### src/psw_pkg.sv
// ============================================================================
// Priority scheduler package
// Field widths, channel payload types and controller command types.
// ============================================================================
package psw_pkg;

  localparam int BURST_W = 16;
  localparam int PRIO_W  = 8;
  localparam int ID_W    = 5;
  localparam int TIME_W  = 20;

  localparam logic [TIME_W-1:0] TIME_MAX = '1;

  typedef struct packed {
    logic [BURST_W-1:0] burst;
    logic [PRIO_W-1:0]  prio;
    logic               last_job;
  } psw_in_t;

  typedef struct packed {
    logic [ID_W-1:0]    job_id;
    logic [BURST_W-1:0] job_burst;
    logic [PRIO_W-1:0]  job_prio;
    logic [TIME_W-1:0]  wait_time;
    logic [TIME_W-1:0]  turnaround;
    logic [TIME_W-1:0]  avg_wait;
    logic [TIME_W-1:0]  avg_turnaround;
    logic               overflowed;
    logic               final_result;
  } psw_out_t;

  typedef struct packed {
    logic rd_en;
    logic load_wr;
    logic cur_load;
    logic cmp_step;
    logic row_wb;
    logic run_clr;
    logic acc_step;
    logic div_start;
    logic emit_load;
    logic last_res;
    logic ovf;
  } psw_cmd_t;

  typedef struct packed {
    logic div_done;
  } psw_sts_t;

endpackage

### src/psw_in_if.sv
// ============================================================================
// Priority scheduler job channel
// Valid/ready channel that carries one job per transfer.
// ============================================================================
interface psw_in_if;

  logic              valid;
  logic              ready;
  psw_pkg::psw_in_t  data;

  modport source (output valid, output data, input ready);
  modport sink   (input valid, input data, output ready);

endinterface

### src/psw_out_if.sv
// ============================================================================
// Priority scheduler result channel
// Valid/ready channel that carries one scheduled job per transfer.
// ============================================================================
interface psw_out_if;

  logic              valid;
  logic              ready;
  psw_pkg::psw_out_t data;

  modport source (output valid, output data, input ready);
  modport sink   (input valid, input data, output ready);

endinterface

### src/psw_div.sv
// ============================================================================
// Priority scheduler divider
// Restoring divider that retires one quotient bit per cycle.
// ============================================================================
module psw_div #(
  parameter int NW = 24,
  parameter int DW = 5
) (
  input  logic          clk,
  input  logic          rst_n,
  input  logic          start,
  input  logic [NW-1:0] num,
  input  logic [DW-1:0] den,
  output logic [NW-1:0] quot,
  output logic          done
);

  localparam int CNTW = $clog2(NW + 1);

  logic            busy_r;
  logic            done_r;
  logic [CNTW-1:0] cnt_r;
  logic [NW-1:0]   num_r;
  logic [DW-1:0]   rem_r;
  logic [DW-1:0]   den_r;

  logic [DW:0]     sh;
  logic [DW:0]     diff;
  logic            ge;
  logic [DW-1:0]   rem_nxt;

  always_comb begin
    sh      = {rem_r, num_r[NW-1]};
    diff    = sh - {1'b0, den_r};
    ge      = (sh >= {1'b0, den_r});
    rem_nxt = ge ? diff[DW-1:0] : sh[DW-1:0];
  end

  always_ff @(posedge clk) begin
    if (!rst_n) begin
      busy_r <= 1'b0;
      done_r <= 1'b0;
      cnt_r  <= '0;
    end else if (start) begin
      busy_r <= 1'b1;
      done_r <= 1'b0;
      cnt_r  <= CNTW'(NW);
    end else if (busy_r) begin
      cnt_r <= cnt_r - CNTW'(1);
      if (cnt_r == CNTW'(1)) begin
        busy_r <= 1'b0;
        done_r <= 1'b1;
      end
    end
  end

  always_ff @(posedge clk) begin
    if (start) begin
      num_r <= num;
      den_r <= den;
      rem_r <= '0;
    end else if (busy_r) begin
      num_r <= {num_r[NW-2:0], ge};
      rem_r <= rem_nxt;
    end
  end

  assign quot = num_r;
  assign done = done_r;

endmodule

### src/psw_ctrl.sv
// ============================================================================
// Priority scheduler controller
// Sequences job loading, exchange sort, time sums, the division and emission.
// ============================================================================
module psw_ctrl #(
  parameter int MAX_JOBS = 16
) (
  input  logic                          clk,
  input  logic                          rst_n,
  input  logic                          in_valid,
  input  logic                          in_last,
  output logic                          in_ready,
  output logic                          out_valid,
  input  logic                          out_ready,
  output logic [$clog2(MAX_JOBS)-1:0]   rd_addr,
  output logic [$clog2(MAX_JOBS)-1:0]   wr_addr,
  output logic [$clog2(MAX_JOBS+1)-1:0] job_cnt,
  output psw_pkg::psw_cmd_t             cmd,
  input  psw_pkg::psw_sts_t             sts
);

  localparam int AW = $clog2(MAX_JOBS);
  localparam int CW = $clog2(MAX_JOBS + 1);

  typedef enum logic [3:0] {
    S_LOAD,
    S_START,
    S_ROW_LD,
    S_CMP,
    S_ROW_WB,
    S_SUM_RD,
    S_SUM,
    S_DIV_GO,
    S_DIV,
    S_EMIT_LD,
    S_EMIT_WAIT
  } state_t;

  state_t        state_r, state_nxt;
  logic [CW-1:0] cnt_r, cnt_nxt;
  logic          drop_r, drop_nxt;
  logic [AW-1:0] i_r, i_nxt;
  logic [AW-1:0] j_r, j_nxt;
  logic [AW-1:0] k_r, k_nxt;
  logic          out_valid_r, out_valid_nxt;
  logic          k_last;

  assign k_last = ((CW'(k_r) + CW'(1)) == cnt_r);

  always_comb begin
    state_nxt     = state_r;
    cnt_nxt       = cnt_r;
    drop_nxt      = drop_r;
    i_nxt         = i_r;
    j_nxt         = j_r;
    k_nxt         = k_r;
    out_valid_nxt = out_valid_r;
    cmd           = '0;
    rd_addr       = '0;
    wr_addr       = '0;

    unique case (state_r)
      S_LOAD: begin
        if (in_valid) begin
          if (cnt_r < CW'(MAX_JOBS)) begin
            cmd.load_wr = 1'b1;
            wr_addr     = cnt_r[AW-1:0];
            cnt_nxt     = cnt_r + CW'(1);
          end else begin
            drop_nxt = 1'b1;
          end
          if (in_last) begin
            state_nxt = S_START;
          end
        end
      end
      S_START: begin
        if (cnt_r > CW'(1)) begin
          cmd.rd_en = 1'b1;
          rd_addr   = '0;
          i_nxt     = '0;
          state_nxt = S_ROW_LD;
        end else begin
          state_nxt = S_SUM_RD;
        end
      end
      S_ROW_LD: begin
        cmd.cur_load = 1'b1;
        cmd.rd_en    = 1'b1;
        rd_addr      = i_r + AW'(1);
        j_nxt        = i_r + AW'(1);
        state_nxt    = S_CMP;
      end
      S_CMP: begin
        cmd.cmp_step = 1'b1;
        wr_addr      = j_r;
        if ((CW'(j_r) + CW'(1)) < cnt_r) begin
          cmd.rd_en = 1'b1;
          rd_addr   = j_r + AW'(1);
          j_nxt     = j_r + AW'(1);
        end else begin
          state_nxt = S_ROW_WB;
        end
      end
      S_ROW_WB: begin
        cmd.row_wb = 1'b1;
        wr_addr    = i_r;
        if ((CW'(i_r) + CW'(2)) < cnt_r) begin
          cmd.rd_en = 1'b1;
          rd_addr   = i_r + AW'(1);
          i_nxt     = i_r + AW'(1);
          state_nxt = S_ROW_LD;
        end else begin
          state_nxt = S_SUM_RD;
        end
      end
      S_SUM_RD: begin
        cmd.rd_en   = 1'b1;
        rd_addr     = '0;
        cmd.run_clr = 1'b1;
        k_nxt       = '0;
        state_nxt   = S_SUM;
      end
      S_SUM: begin
        cmd.acc_step = 1'b1;
        if (!k_last) begin
          cmd.rd_en = 1'b1;
          rd_addr   = k_r + AW'(1);
          k_nxt     = k_r + AW'(1);
        end else begin
          state_nxt = S_DIV_GO;
        end
      end
      S_DIV_GO: begin
        cmd.div_start = 1'b1;
        state_nxt     = S_DIV;
      end
      S_DIV: begin
        if (sts.div_done) begin
          cmd.rd_en   = 1'b1;
          rd_addr     = '0;
          cmd.run_clr = 1'b1;
          k_nxt       = '0;
          state_nxt   = S_EMIT_LD;
        end
      end
      S_EMIT_LD: begin
        cmd.emit_load = 1'b1;
        cmd.last_res  = k_last;
        cmd.ovf       = drop_r;
        out_valid_nxt = 1'b1;
        state_nxt     = S_EMIT_WAIT;
      end
      S_EMIT_WAIT: begin
        if (out_ready) begin
          out_valid_nxt = 1'b0;
          if (k_last) begin
            cnt_nxt   = '0;
            drop_nxt  = 1'b0;
            state_nxt = S_LOAD;
          end else begin
            cmd.rd_en = 1'b1;
            rd_addr   = k_r + AW'(1);
            k_nxt     = k_r + AW'(1);
            state_nxt = S_EMIT_LD;
          end
        end
      end
      default: begin
        state_nxt = S_LOAD;
      end
    endcase
  end

  always_ff @(posedge clk) begin
    if (!rst_n) begin
      state_r     <= S_LOAD;
      cnt_r       <= '0;
      drop_r      <= 1'b0;
      i_r         <= '0;
      j_r         <= '0;
      k_r         <= '0;
      out_valid_r <= 1'b0;
    end else begin
      state_r     <= state_nxt;
      cnt_r       <= cnt_nxt;
      drop_r      <= drop_nxt;
      i_r         <= i_nxt;
      j_r         <= j_nxt;
      k_r         <= k_nxt;
      out_valid_r <= out_valid_nxt;
    end
  end

  assign in_ready  = (state_r == S_LOAD);
  assign out_valid = out_valid_r;
  assign job_cnt   = cnt_r;

endmodule

### src/psw_dp.sv
// ============================================================================
// Priority scheduler datapath
// Job memory, sort compare, time accumulators, dividers and result register.
// ============================================================================
module psw_dp #(
  parameter int MAX_JOBS = 16
) (
  input  logic                              clk,
  input  logic                              rst_n,
  input  logic [psw_pkg::BURST_W-1:0]       in_burst,
  input  logic [psw_pkg::PRIO_W-1:0]        in_prio,
  input  logic [$clog2(MAX_JOBS)-1:0]       rd_addr,
  input  logic [$clog2(MAX_JOBS)-1:0]       wr_addr,
  input  logic [$clog2(MAX_JOBS+1)-1:0]     job_cnt,
  input  psw_pkg::psw_cmd_t                 cmd,
  output psw_pkg::psw_sts_t                 sts,
  output psw_pkg::psw_out_t                 out_data
);

  localparam int AW  = $clog2(MAX_JOBS);
  localparam int CW  = $clog2(MAX_JOBS + 1);
  localparam int EW  = psw_pkg::PRIO_W + psw_pkg::BURST_W + CW;
  localparam int TW  = psw_pkg::BURST_W + $clog2(MAX_JOBS);
  localparam int SW  = psw_pkg::BURST_W + 2 * $clog2(MAX_JOBS);
  localparam int XT  = (TW > psw_pkg::TIME_W) ? TW : psw_pkg::TIME_W + 1;
  localparam int XS  = (SW > psw_pkg::TIME_W) ? SW : psw_pkg::TIME_W + 1;
  localparam int IXW = (CW > psw_pkg::ID_W) ? CW : psw_pkg::ID_W;

  logic [EW-1:0] mem [MAX_JOBS];
  logic [EW-1:0] rdata_r;
  logic [EW-1:0] cur_r;
  logic [TW-1:0] run_r;
  logic [SW-1:0] sum_wt_r;
  logic [SW-1:0] sum_tat_r;
  psw_pkg::psw_out_t out_r;

  logic                         wr_en;
  logic [EW-1:0]                wr_data;
  logic [psw_pkg::PRIO_W-1:0]   rd_prio;
  logic [psw_pkg::BURST_W-1:0]  rd_burst;
  logic [CW-1:0]                rd_id;
  logic [psw_pkg::PRIO_W-1:0]   cur_prio;
  logic                         swap;
  logic [TW-1:0]                tat_w;
  logic [XT-1:0]                wait_ext;
  logic [XT-1:0]                tat_ext;
  logic [psw_pkg::TIME_W-1:0]   wait_sat;
  logic [psw_pkg::TIME_W-1:0]   tat_sat;
  logic [SW-1:0]                q_wt;
  logic [SW-1:0]                q_tat;
  logic [XS-1:0]                q_wt_ext;
  logic [XS-1:0]                q_tat_ext;
  logic [psw_pkg::TIME_W-1:0]   avg_wt_sat;
  logic [psw_pkg::TIME_W-1:0]   avg_tat_sat;
  logic [IXW-1:0]               id_ext;
  logic                         done_wt;
  logic                         done_tat;

  always_comb begin
    rd_prio  = rdata_r[EW-1 -: psw_pkg::PRIO_W];
    rd_burst = rdata_r[CW +: psw_pkg::BURST_W];
    rd_id    = rdata_r[CW-1:0];
    cur_prio = cur_r[EW-1 -: psw_pkg::PRIO_W];
    swap     = (cur_prio < rd_prio);
    wr_en    = cmd.load_wr | (cmd.cmp_step & swap) | cmd.row_wb;
    wr_data  = cmd.load_wr ? {in_prio, in_burst, CW'(wr_addr) + CW'(1)} : cur_r;
  end

  always_ff @(posedge clk) begin
    if (wr_en) begin
      mem[wr_addr] <= wr_data;
    end
    if (cmd.rd_en) begin
      rdata_r <= mem[rd_addr];
    end
  end

  always_ff @(posedge clk) begin
    if (cmd.cur_load || (cmd.cmp_step && swap)) begin
      cur_r <= rdata_r;
    end
  end

  always_comb begin
    tat_w    = run_r + TW'(rd_burst);
    wait_ext = XT'(run_r);
    tat_ext  = XT'(tat_w);
    wait_sat = (wait_ext > XT'(psw_pkg::TIME_MAX)) ? psw_pkg::TIME_MAX
                                                    : wait_ext[psw_pkg::TIME_W-1:0];
    tat_sat  = (tat_ext > XT'(psw_pkg::TIME_MAX)) ? psw_pkg::TIME_MAX
                                                   : tat_ext[psw_pkg::TIME_W-1:0];
    q_wt_ext    = XS'(q_wt);
    q_tat_ext   = XS'(q_tat);
    avg_wt_sat  = (q_wt_ext > XS'(psw_pkg::TIME_MAX)) ? psw_pkg::TIME_MAX
                                                       : q_wt_ext[psw_pkg::TIME_W-1:0];
    avg_tat_sat = (q_tat_ext > XS'(psw_pkg::TIME_MAX)) ? psw_pkg::TIME_MAX
                                                        : q_tat_ext[psw_pkg::TIME_W-1:0];
    id_ext      = IXW'(rd_id);
  end

  always_ff @(posedge clk) begin
    if (cmd.run_clr) begin
      run_r     <= '0;
      sum_wt_r  <= '0;
      sum_tat_r <= '0;
    end else if (cmd.acc_step || cmd.emit_load) begin
      run_r <= tat_w;
      if (cmd.acc_step) begin
        sum_wt_r  <= sum_wt_r + SW'(run_r);
        sum_tat_r <= sum_tat_r + SW'(tat_w);
      end
    end
  end

  always_ff @(posedge clk) begin
    if (cmd.emit_load) begin
      out_r.job_id         <= id_ext[psw_pkg::ID_W-1:0];
      out_r.job_burst      <= rd_burst;
      out_r.job_prio       <= rd_prio;
      out_r.wait_time      <= wait_sat;
      out_r.turnaround     <= tat_sat;
      out_r.avg_wait       <= avg_wt_sat;
      out_r.avg_turnaround <= avg_tat_sat;
      out_r.overflowed     <= cmd.ovf;
      out_r.final_result   <= cmd.last_res;
    end
  end

  psw_div #(
    .NW (SW),
    .DW (CW)
  ) u_div_wt (
    .clk   (clk),
    .rst_n (rst_n),
    .start (cmd.div_start),
    .num   (sum_wt_r),
    .den   (job_cnt),
    .quot  (q_wt),
    .done  (done_wt)
  );

  psw_div #(
    .NW (SW),
    .DW (CW)
  ) u_div_tat (
    .clk   (clk),
    .rst_n (rst_n),
    .start (cmd.div_start),
    .num   (sum_tat_r),
    .den   (job_cnt),
    .quot  (q_tat),
    .done  (done_tat)
  );

  assign sts.div_done = done_wt & done_tat;
  assign out_data     = out_r;

endmodule

### src/priority_schedule_wait_times.sv
// ============================================================================
// Non-preemptive priority scheduler
// Collects a set of jobs, orders them by priority and reports wait times.
// ============================================================================
// Jobs arrive on in_ch, one transfer each, at up to one job per cycle while
// in_ch.ready is high. The job with last_job set closes the set; jobs beyond
// MAX_JOBS are dropped and every result of that set reports overflowed.
// After the closing job, in_ch.ready stays low while the set is processed:
// the exchange sort compares each row with every later job, the time sums
// read every job once, and the two averages come from bit-serial dividers,
// so the job memory port and the divider set the busy time. Results then
// leave on out_ch in run order, each loaded only after the one before it
// transfers, the last one marked final_result. A stalled out_ch holds the
// current result; in_ch.ready returns the cycle after the final result
// transfers. Reset empties the job set and clears the drop flag; the job
// memory holds no defined contents until written.
// ============================================================================
module priority_schedule_wait_times #(
  parameter int MAX_JOBS = 16
) (
  input  logic       clk,
  input  logic       rst_n,
  psw_in_if.sink     in_ch,
  psw_out_if.source  out_ch
);

  localparam int AW = $clog2(MAX_JOBS);
  localparam int CW = $clog2(MAX_JOBS + 1);

  logic [AW-1:0]     rd_addr;
  logic [AW-1:0]     wr_addr;
  logic [CW-1:0]     job_cnt;
  psw_pkg::psw_cmd_t cmd;
  psw_pkg::psw_sts_t sts;
  logic              in_ready;
  logic              out_valid;
  psw_pkg::psw_out_t out_data;

  psw_ctrl #(
    .MAX_JOBS (MAX_JOBS)
  ) u_ctrl (
    .clk       (clk),
    .rst_n     (rst_n),
    .in_valid  (in_ch.valid),
    .in_last   (in_ch.data.last_job),
    .in_ready  (in_ready),
    .out_valid (out_valid),
    .out_ready (out_ch.ready),
    .rd_addr   (rd_addr),
    .wr_addr   (wr_addr),
    .job_cnt   (job_cnt),
    .cmd       (cmd),
    .sts       (sts)
  );

  psw_dp #(
    .MAX_JOBS (MAX_JOBS)
  ) u_dp (
    .clk      (clk),
    .rst_n    (rst_n),
    .in_burst (in_ch.data.burst),
    .in_prio  (in_ch.data.prio),
    .rd_addr  (rd_addr),
    .wr_addr  (wr_addr),
    .job_cnt  (job_cnt),
    .cmd      (cmd),
    .sts      (sts),
    .out_data (out_data)
  );

  assign in_ch.ready  = in_ready;
  assign out_ch.valid = out_valid;
  assign out_ch.data  = out_data;

endmodule

### src/flat_wrapper.sv
// flat-port wrapper written by rule: the top's interface ports become plain ports
module priority_schedule_wait_times_flat 
#(
  parameter int MAX_JOBS = 16
)
  (clk, rst_n, in_ch_valid, in_ch_data, in_ch_ready, out_ch_valid, out_ch_data, out_ch_ready);
  psw_in_if in_ch_i ();
  psw_out_if out_ch_i ();
  input  logic clk;
  input  logic rst_n;
  input wire logic [$bits(in_ch_i.valid)-1:0] in_ch_valid;
  input wire logic [$bits(in_ch_i.data)-1:0] in_ch_data;
  output wire logic [$bits(in_ch_i.ready)-1:0] in_ch_ready;
  output wire logic [$bits(out_ch_i.valid)-1:0] out_ch_valid;
  output wire logic [$bits(out_ch_i.data)-1:0] out_ch_data;
  input wire logic [$bits(out_ch_i.ready)-1:0] out_ch_ready;
  assign in_ch_i.valid = in_ch_valid;
  assign in_ch_i.data = in_ch_data;
  assign in_ch_ready = in_ch_i.ready;
  assign out_ch_valid = out_ch_i.valid;
  assign out_ch_data = out_ch_i.data;
  assign out_ch_i.ready = out_ch_ready;
  priority_schedule_wait_times #(.MAX_JOBS(MAX_JOBS)) u_core (.clk(clk), .rst_n(rst_n), .in_ch(in_ch_i), .out_ch(out_ch_i));
endmodule
### config.mk
export PLATFORM = sky130hd
export DESIGN_NAME = priority_schedule_wait_times_flat
export DESIGN_NICKNAME = d
export VERILOG_FILES = /design/src/psw_pkg.sv /design/src/psw_in_if.sv /design/src/psw_out_if.sv /design/src/psw_div.sv /design/src/psw_ctrl.sv /design/src/psw_dp.sv /design/src/priority_schedule_wait_times.sv /design/src/flat_wrapper.sv
export SDC_FILE = /design/constraint.sdc
export NUM_CORES = 1
export LEC_CHECK = 0
export BUFFER_PORTS_ARGS = -buffer_cell sky130_fd_sc_hd__buf_2
export CORE_ASPECT_RATIO = 1.5
export CORE_UTILIZATION = 60
export DETAILED_ROUTE_END_ITERATION = 12
export PLACE_DENSITY = 0.75
export RECOVER_POWER = 100
export SLEW_MARGIN = 25
export SYNTH_ARGS = -nofsm -noshare
export SYNTH_HDL_FRONTEND = slang
export SYNTH_SLANG_ARGS = --single-unit
### constraint.sdc
create_clock -name clk -period 5.5 [get_ports clk]
set_input_delay 1.1 -clock clk [delete_from_list [all_inputs] [get_ports clk]]
set_output_delay 1.1 -clock clk [all_outputs]
set_load 0.05 [all_outputs]
==> results.json, run 1 <==
{
  "cts_max_level": 3,
  "synthFlopType": "edfxtp_1",
  "grt_max_degree": 175,
  "grt-ovfl-total": 0,
  "grtUsageMet2_pct": 50.9,
  "die_h_um": 296,
  "io_pins": 142,
  "pre_cts_slack_ps": 705,
  "track_usage_pct": 28.5,
  "start_util_pct": 60.7,
  "yosysSeqAreaShare_pct": 66.3,
  "fin_area_mm2": 0.0382,
  "rsz0062_at_grt": "no",
  "final_common_cell": "edfxtp_1",
  "setup_viol": 0,
  "dr.pass1.iters": 6,
  "p_comb_share_pct": 30.3,
  "die-area_mm2": 0.0585,
  "pwr_density_cell_mw_per_mm2": 506,
  "drive_gt1_share_pct": 8.15,
  "numCtsBuffers": 72,
  "fin_crit_ps": 5070,
  "p_int_mw": 12.7,
  "p_leak_nw": 13.6,
  "drtIter0Drc": 1841,
  "die_x_um": 198,
  "viasPerCell": 6.10,
  "fin_nets": 3019,
  "grtUsageMet3_pct": 3.61,
  "clk_pin_slew_ps": 60,
  "fin_crit_sh_pct": 92.3,
  "grt_pass1_vias": 22400,
  "hpwlAfterDp_um": 51800,
  "end_kind": "register",
  "pwr-share-seq_pct": 44.2,
  "finalWeightedCongestion": 0.892,
  "cts_root_buf": "clkbuf_16",
  "grt_antenna_before_repair": 0,
  "async_reset_ff_share_pct": 0,
  "timing.fmax_ghz": 0.197,
  "swShare_pct": 34.0,
  "clock_latency_ps": 630,
  "hold_buffers": 0,
  "synth-seq-cells": 801,
  "core_area_mm2": 0.0569,
  "wl_per_cell_um": 22.4,
  "critPathLaunchType": "register",
  "layout.cells.most_common_list": "edfxtp_1, nand2_1, a21oi_1",
  "syn-num-nets": 2888,
  "antenna_left": 0,
  "vdd.ir_drop.worst_mv": 0.390,
  "path_class": "register to register",
  "synthCells": 2758,
  "dpl_cell_area_mm2": 0.0362,
  "tightest_slew_ps": 2740,
  "worstPathMaxFanout": 19,
  "fillCellCount": 4102,
  "fin_worst_skew_ps": 25.7,
  "failed_checks": "capacitance limit, slew limit",
  "cts_sinks": 801,
  "hold_viol_final": 0,
  "p_clk_share_pct": 25.6,
  "syn_to_final_growth_pct": 10.6,
  "cap_violations": 6,
  "post_cts_buffers": 0,
  "avgSynthCellArea_um2": 12.5,
  "ys_types": 79,
  "grt_pass1_wl_um": 126000,
  "num_rows": 107,
  "clockBufferDepth": 3,
  "fin_ws_ps": 425,
  "power.switching_mw": 6.56,
  "critPathArrivalTime_ps": 5380,
  "drcViolationCount": 0,
  "synth-edff-count": 686,
  "min_path_type": "register to register",
  "fin_setup_tns_ps": 0,
  "num_vias": 22600,
  "grt_util_met1_pct": 33.8,
  "cts_tree": "done",
  "synth_area_mm2": 0.0345,
  "wirelength_um": 83000,
  "outcome": "finished with violations",
  "relSlewSlack_pct": -82.4,
  "global_route.peak_usage_layer": "met2",
  "io_buffer_count": 141,
  "yosys_warnings": 0,
  "slew_viol_final": 218,
  "post_cts_resized": 0,
  "required_ps": 5810
}
## logic make-up (layout without fill, tap and decap cells)
family | count (synthesis) | count (layout) | synth area share, %
flip-flops | 801 | 801 | 66.3
adder cells (fa/ha/maj) | 101 | 101 | 3.77
multiplexers | 64 | 64 | 1.85
AND/OR/NAND/NOR | 983 | 983 | 12.3
other | 0 | 1 | 0
XOR/XNOR | 67 | 67 | 1.70
AO/OA/AOI/OAI | 556 | 556 | 11.5
buffers and inverters | 186 | 373 | 2.54
## metal layers
metal | up-vias | part of all wire, %
met1 | 11100 | 38
met2 | 847 | 52
met5 | - | 0
met3 | 202 | 5.6
met4 | 0 | 4.1
li1 | 10500 | -
## worst paths after layout
check | start | to | slack, ps | cells after the start
max | u_core.u_ctrl.state_r[0] | u_core.u_dp.mem[3][16] | 430 | 8
min | u_core.u_dp.rdata_r[1] | u_core.u_dp.cur_r[1] | 450 | 0
max reg2reg | u_core.u_ctrl.state_r[0] | u_core.u_dp.mem[3][16] | 430 | 8
min reg2reg | u_core.u_dp.rdata_r[1] | u_core.u_dp.cur_r[1] | 450 | 0
## registers in the layout, indices dropped and copies added, names as in the netlist, 4 cells and up
register and flops:
u_core.u_ctrl.i_r 4, u_core.u_ctrl.j_r 4, u_core.u_ctrl.job_cnt 5, u_core.u_ctrl.k_r 4
u_core.u_ctrl.state_r 4, u_core.u_dp.cur_r 29, u_core.u_dp.mem 464, u_core.u_dp.out_data 111
u_core.u_dp.rdata_r 29, u_core.u_dp.run_r 20, u_core.u_dp.sum_tat_r 24, u_core.u_dp.sum_wt_r 24
u_core.u_dp.u_div_tat.cnt_r 5, u_core.u_dp.u_div_tat.den_r 5, u_core.u_dp.u_div_tat.quot 24, u_core.u_dp.u_div_tat.rem_r 5
u_core.u_dp.u_div_wt.cnt_r 5, u_core.u_dp.u_div_wt.quot 24, u_core.u_dp.u_div_wt.rem_r 5
## synthesized netlist by cell type (all sizes together), types with 60 or more instances
| cell type | count | area [um2] |
|---|---|---|
| o21ai | 83 | 415 |
| a21oi | 180 | 912 |
| clkbuf | 67 | 259 |
| mux2i | 64 | 641 |
| nand2 | 644 | 2420 |
| edfxtp | 686 | 20600 |
| nor2 | 124 | 468 |
| ha | 96 | 1200 |
| dfxtp | 115 | 2300 |
| nand2b | 60 | 375 |
| a32oi | 60 | 526 |
| buf | 71 | 437 |
## layout make-up
cell class	instances	area (um2)	area share, %
sequential	801	22900	60.0
multi-input combinational	1771	10900	28.5
clock buffer	86	1900	4.97
timing repair buffer	195	971	2.54
tap	763	955	2.50
clock inverter	44	400	1.05
inverter	48	181	0.475
antenna	1	2.50	0.00655
## per-stage QoR
step | util, % | total power [mW] | instances | hold slack (ps)
finish | 67.1 | 19.3 | 3709 | 446
global route | 67.1 | 20.2 | 3708 | 452
CTS | 67.7 | 19.4 | 3707 | 447
detailed placement | 63.6 | 14.5 | 3577 | 432
global placement | 63.6 | 14.3 | 3577 | 433
floorplan | - | 12.8 | 2758 | 421
## critical path, cell delays in order, from the launching register on
cell	delay (ps)
dfxtp_1	510
nor4_1	940
and3_1	1050
a222oi_1	430
inv_1	180
ha_1	220
o21ai_0	490
nor2_4	650
buf_12	270
## power groups by stage
stage | clock (mW) | sequential, mW | combinational (mW)
after floorplan | 0 | 8.38 | 4.43
after global placement | 0 | 8.60 | 5.66
after detailed placement | 0 | 8.63 | 5.86
after CTS | 5.00 | 8.51 | 5.92
after global routing | 5.22 | 8.58 | 6.42
final | 4.93 | 8.53 | 5.85
Note: power is estimated with default switching activity, not from simulation.
==> run 2: changes to the inputs <==
--- a/config.mk
+++ b/config.mk
@@ -8,6 +8,7 @@
 export BUFFER_PORTS_ARGS = -buffer_cell sky130_fd_sc_hd__buf_2
 export CORE_ASPECT_RATIO = 1.5
 export CORE_UTILIZATION = 60
+export CTS_BUF_LIST = sky130_fd_sc_hd__clkbuf_8
 export DETAILED_ROUTE_END_ITERATION = 12
 export PLACE_DENSITY = 0.75
 export RECOVER_POWER = 100
==> run 2 against run 1 <==
The flow still finishes with violations (capacitance limit, slew limit). Critical path depth grew 4. Clock power shrank 16%. Hold slack lost 4.4 ps. Via count grew 0.49%. Clock skew grew 4.7 ps. Final cell count grew 1.9%. Critical path type unchanged. Largest power group unchanged.
==> results.json, run 2 (synthesis results as in run 1) <==
{
  "critPathArrivalTime_ps": 5540,
  "outcome": "finished with violations",
  "vdd.ir_drop.worst_mv": 0.436,
  "fin_area_mm2": 0.0379,
  "largest_register_ffs": 464,
  "worstHoldStart": "u_core.u_dp.rdata_r[1]",
  "timing.fmax_ghz": 0.196,
  "hpwlAfterDp_um": 51800,
  "fin_setup_tns_ps": 0,
  "antenna_left": 0,
  "die_x_um": 198,
  "fin_worst_skew_ps": 30.3,
  "hold_depth": 0,
  "core_area_mm2": 0.0569,
  "fillCellCount": 4189,
  "cap_violations": 6,
  "pwr-share-seq_pct": 46.1,
  "dpl_cell_area_mm2": 0.0362,
  "hold_viol_final": 0,
  "relSlewSlack_pct": -97.8,
  "grt_max_degree": 175,
  "grt_antenna_before_repair": 1,
  "p_int_mw": 12.0,
  "finalWeightedCongestion": 0.892,
  "numCtsBuffers": 109,
  "worst-r2r-cell-count": 12,
  "cts_tree": "done",
  "power.switching_mw": 6.46,
  "die-area_mm2": 0.0585,
  "cpMaxStageDelayCell": "a21oi_1",
  "fin_util_pct": 66.6,
  "power_mw": 18.5,
  "dr.pass1.iters": 5,
  "pwr_density_cell_mw_per_mm2": 488,
  "rsz0062_at_grt": "no",
  "largest-register": "u_core.u_dp.mem",
  "worstPathMaxFanout": 44,
  "num_vias": 22700,
  "end_kind": "register",
  "ff2ff_setup_slack_ps": 390,
  "clk_pin_slew_ps": 70,
  "fin_nets": 3055,
  "viasPerCell": 6.02,
  "failed_checks": "capacitance limit, slew limit",
  "drive_gt1_share_pct": 9.12,
  "final_common_cell": "edfxtp_1",
  "post_cts_buffers": 0,
  "drtIter0Drc": 1556,
  "p_leak_nw": 13.7,
  "layout.cells.most_common_list": "edfxtp_1, nand2_1, a21oi_1",
  "start_util_pct": 60.7,
  "setup_viol": 0,
  "p_clk_share_pct": 22.3,
  "fin_crit_ps": 5110,
  "syn_to_final_growth_pct": 9.65,
  "min_path_type": "register to register",
  "tightest_slew_ps": 2960,
  "grt_pass1_wl_um": 125000,
  "swShare_pct": 34.9,
  "num_rows": 107,
  "min_to": "u_core.u_dp.out_data[107]",
  "grt-ovfl-total": 0,
  "post_cts_resized": 0,
  "clock_latency_ps": 740,
  "slew_viol_final": 204,
  "crit_buf_inv": 2,
  "io_buffer_count": 141,
  "hold_buffers": 0,
  "clockBufferDepth": 3,
  "drcViolationCount": 0,
  "cts_max_level": 3,
  "path_class": "register to register",
  "reg2reg_to": "u_core.u_dp.rdata_r[3]",
  "wirelength_um": 82000,
  "die_h_um": 296,
  "crit_family": "compound AO/OA/AOI/OAI gates",
  "p_comb_share_pct": 31.6,
  "track_usage_pct": 28.1,
  "wl_per_cell_um": 21.7,
  "r2r-start": "u_core.u_ctrl.k_r[0]",
  "cts_sinks": 801,
  "critPathLaunchType": "register",
  "crit_path_cell_trace": "ha_1 > xnor2_1 > nand2_1 > or3_1 > a21oi_1 > o211ai_4 > buf_4 > nor3_4 > buf_4 > a32oi_1 > o21ai_0 > a211oi_2",
  "fin_crit_sh_pct": 92.9,
  "grt_pass1_vias": 22500,
  "io_pins": 142,
  "required_ps": 5930,
  "cts_root_buf": "clkbuf_8",
  "cpPeakStageDelay_ps": 1270,
  "crit_top_cell": "buf_4"
}
[run 2: final cells by class]
class                   instances  area, um2  share of cell area, %
flip-flops and latches        801      22900                   60.5
multi-input cells            1771      10900                   28.7
clock buffers                 114       1570                   4.14
repair buffers                194        991                   2.62
well taps                     763        955                   2.52
clock inverters                86        394                   1.04
inverters                      48        181                  0.479
diodes                          1       2.50                0.00661
[run 2: layer usage]
metal	global-route usage, %	routed length (um)	share of wire [%]	vias up
met5	0	0	0	-
met4	15.0	3590	4.4	0
met3	3.80	4590	5.6	214
met2	50.2	42900	52	858
met1	32.7	30800	38	11100
li1	-	-	-	10500
[run 2: how the worst max path moves through the flow]
stage,start,end,depth (start not counted)
after global placement,u_core.u_dp.rdata_r[5],u_core.u_dp.sum_tat_r[23],19
after floorplan,u_core.u_ctrl.state_r[3],u_core.u_dp.mem[3][0],9
final,u_core.u_ctrl.k_r[0],u_core.u_dp.rdata_r[3],12
after global routing,u_core.u_ctrl.state_r[0],u_core.u_dp.mem[3][18],8
after detailed placement,u_core.u_dp.rdata_r[5],u_core.u_dp.sum_tat_r[22],17
after CTS,u_core.u_dp.rdata_r[5],u_core.u_dp.sum_tat_r[22],17
[run 2: power groups by stage]
| stage | registers [mW] | logic (mW) | clock network, mW |
|---|---|---|---|
| floorplan | 8.38 | 4.43 | 0 |
| global placement | 8.60 | 5.66 | 0 |
| detailed placement | 8.63 | 5.86 | 0 |
| CTS | 8.51 | 5.89 | 4.20 |
| global route | 8.58 | 6.42 | 4.44 |
| finish | 8.53 | 5.84 | 4.13 |
[run 2: metrics by stage]
step	hold slack, ps	cells	setup slack [ps]
global route	449	3778	161
CTS	440	3777	675
floorplan	421	2758	1160
finish	442	3778	389
detailed placement	432	3577	705
global placement	433	3577	790
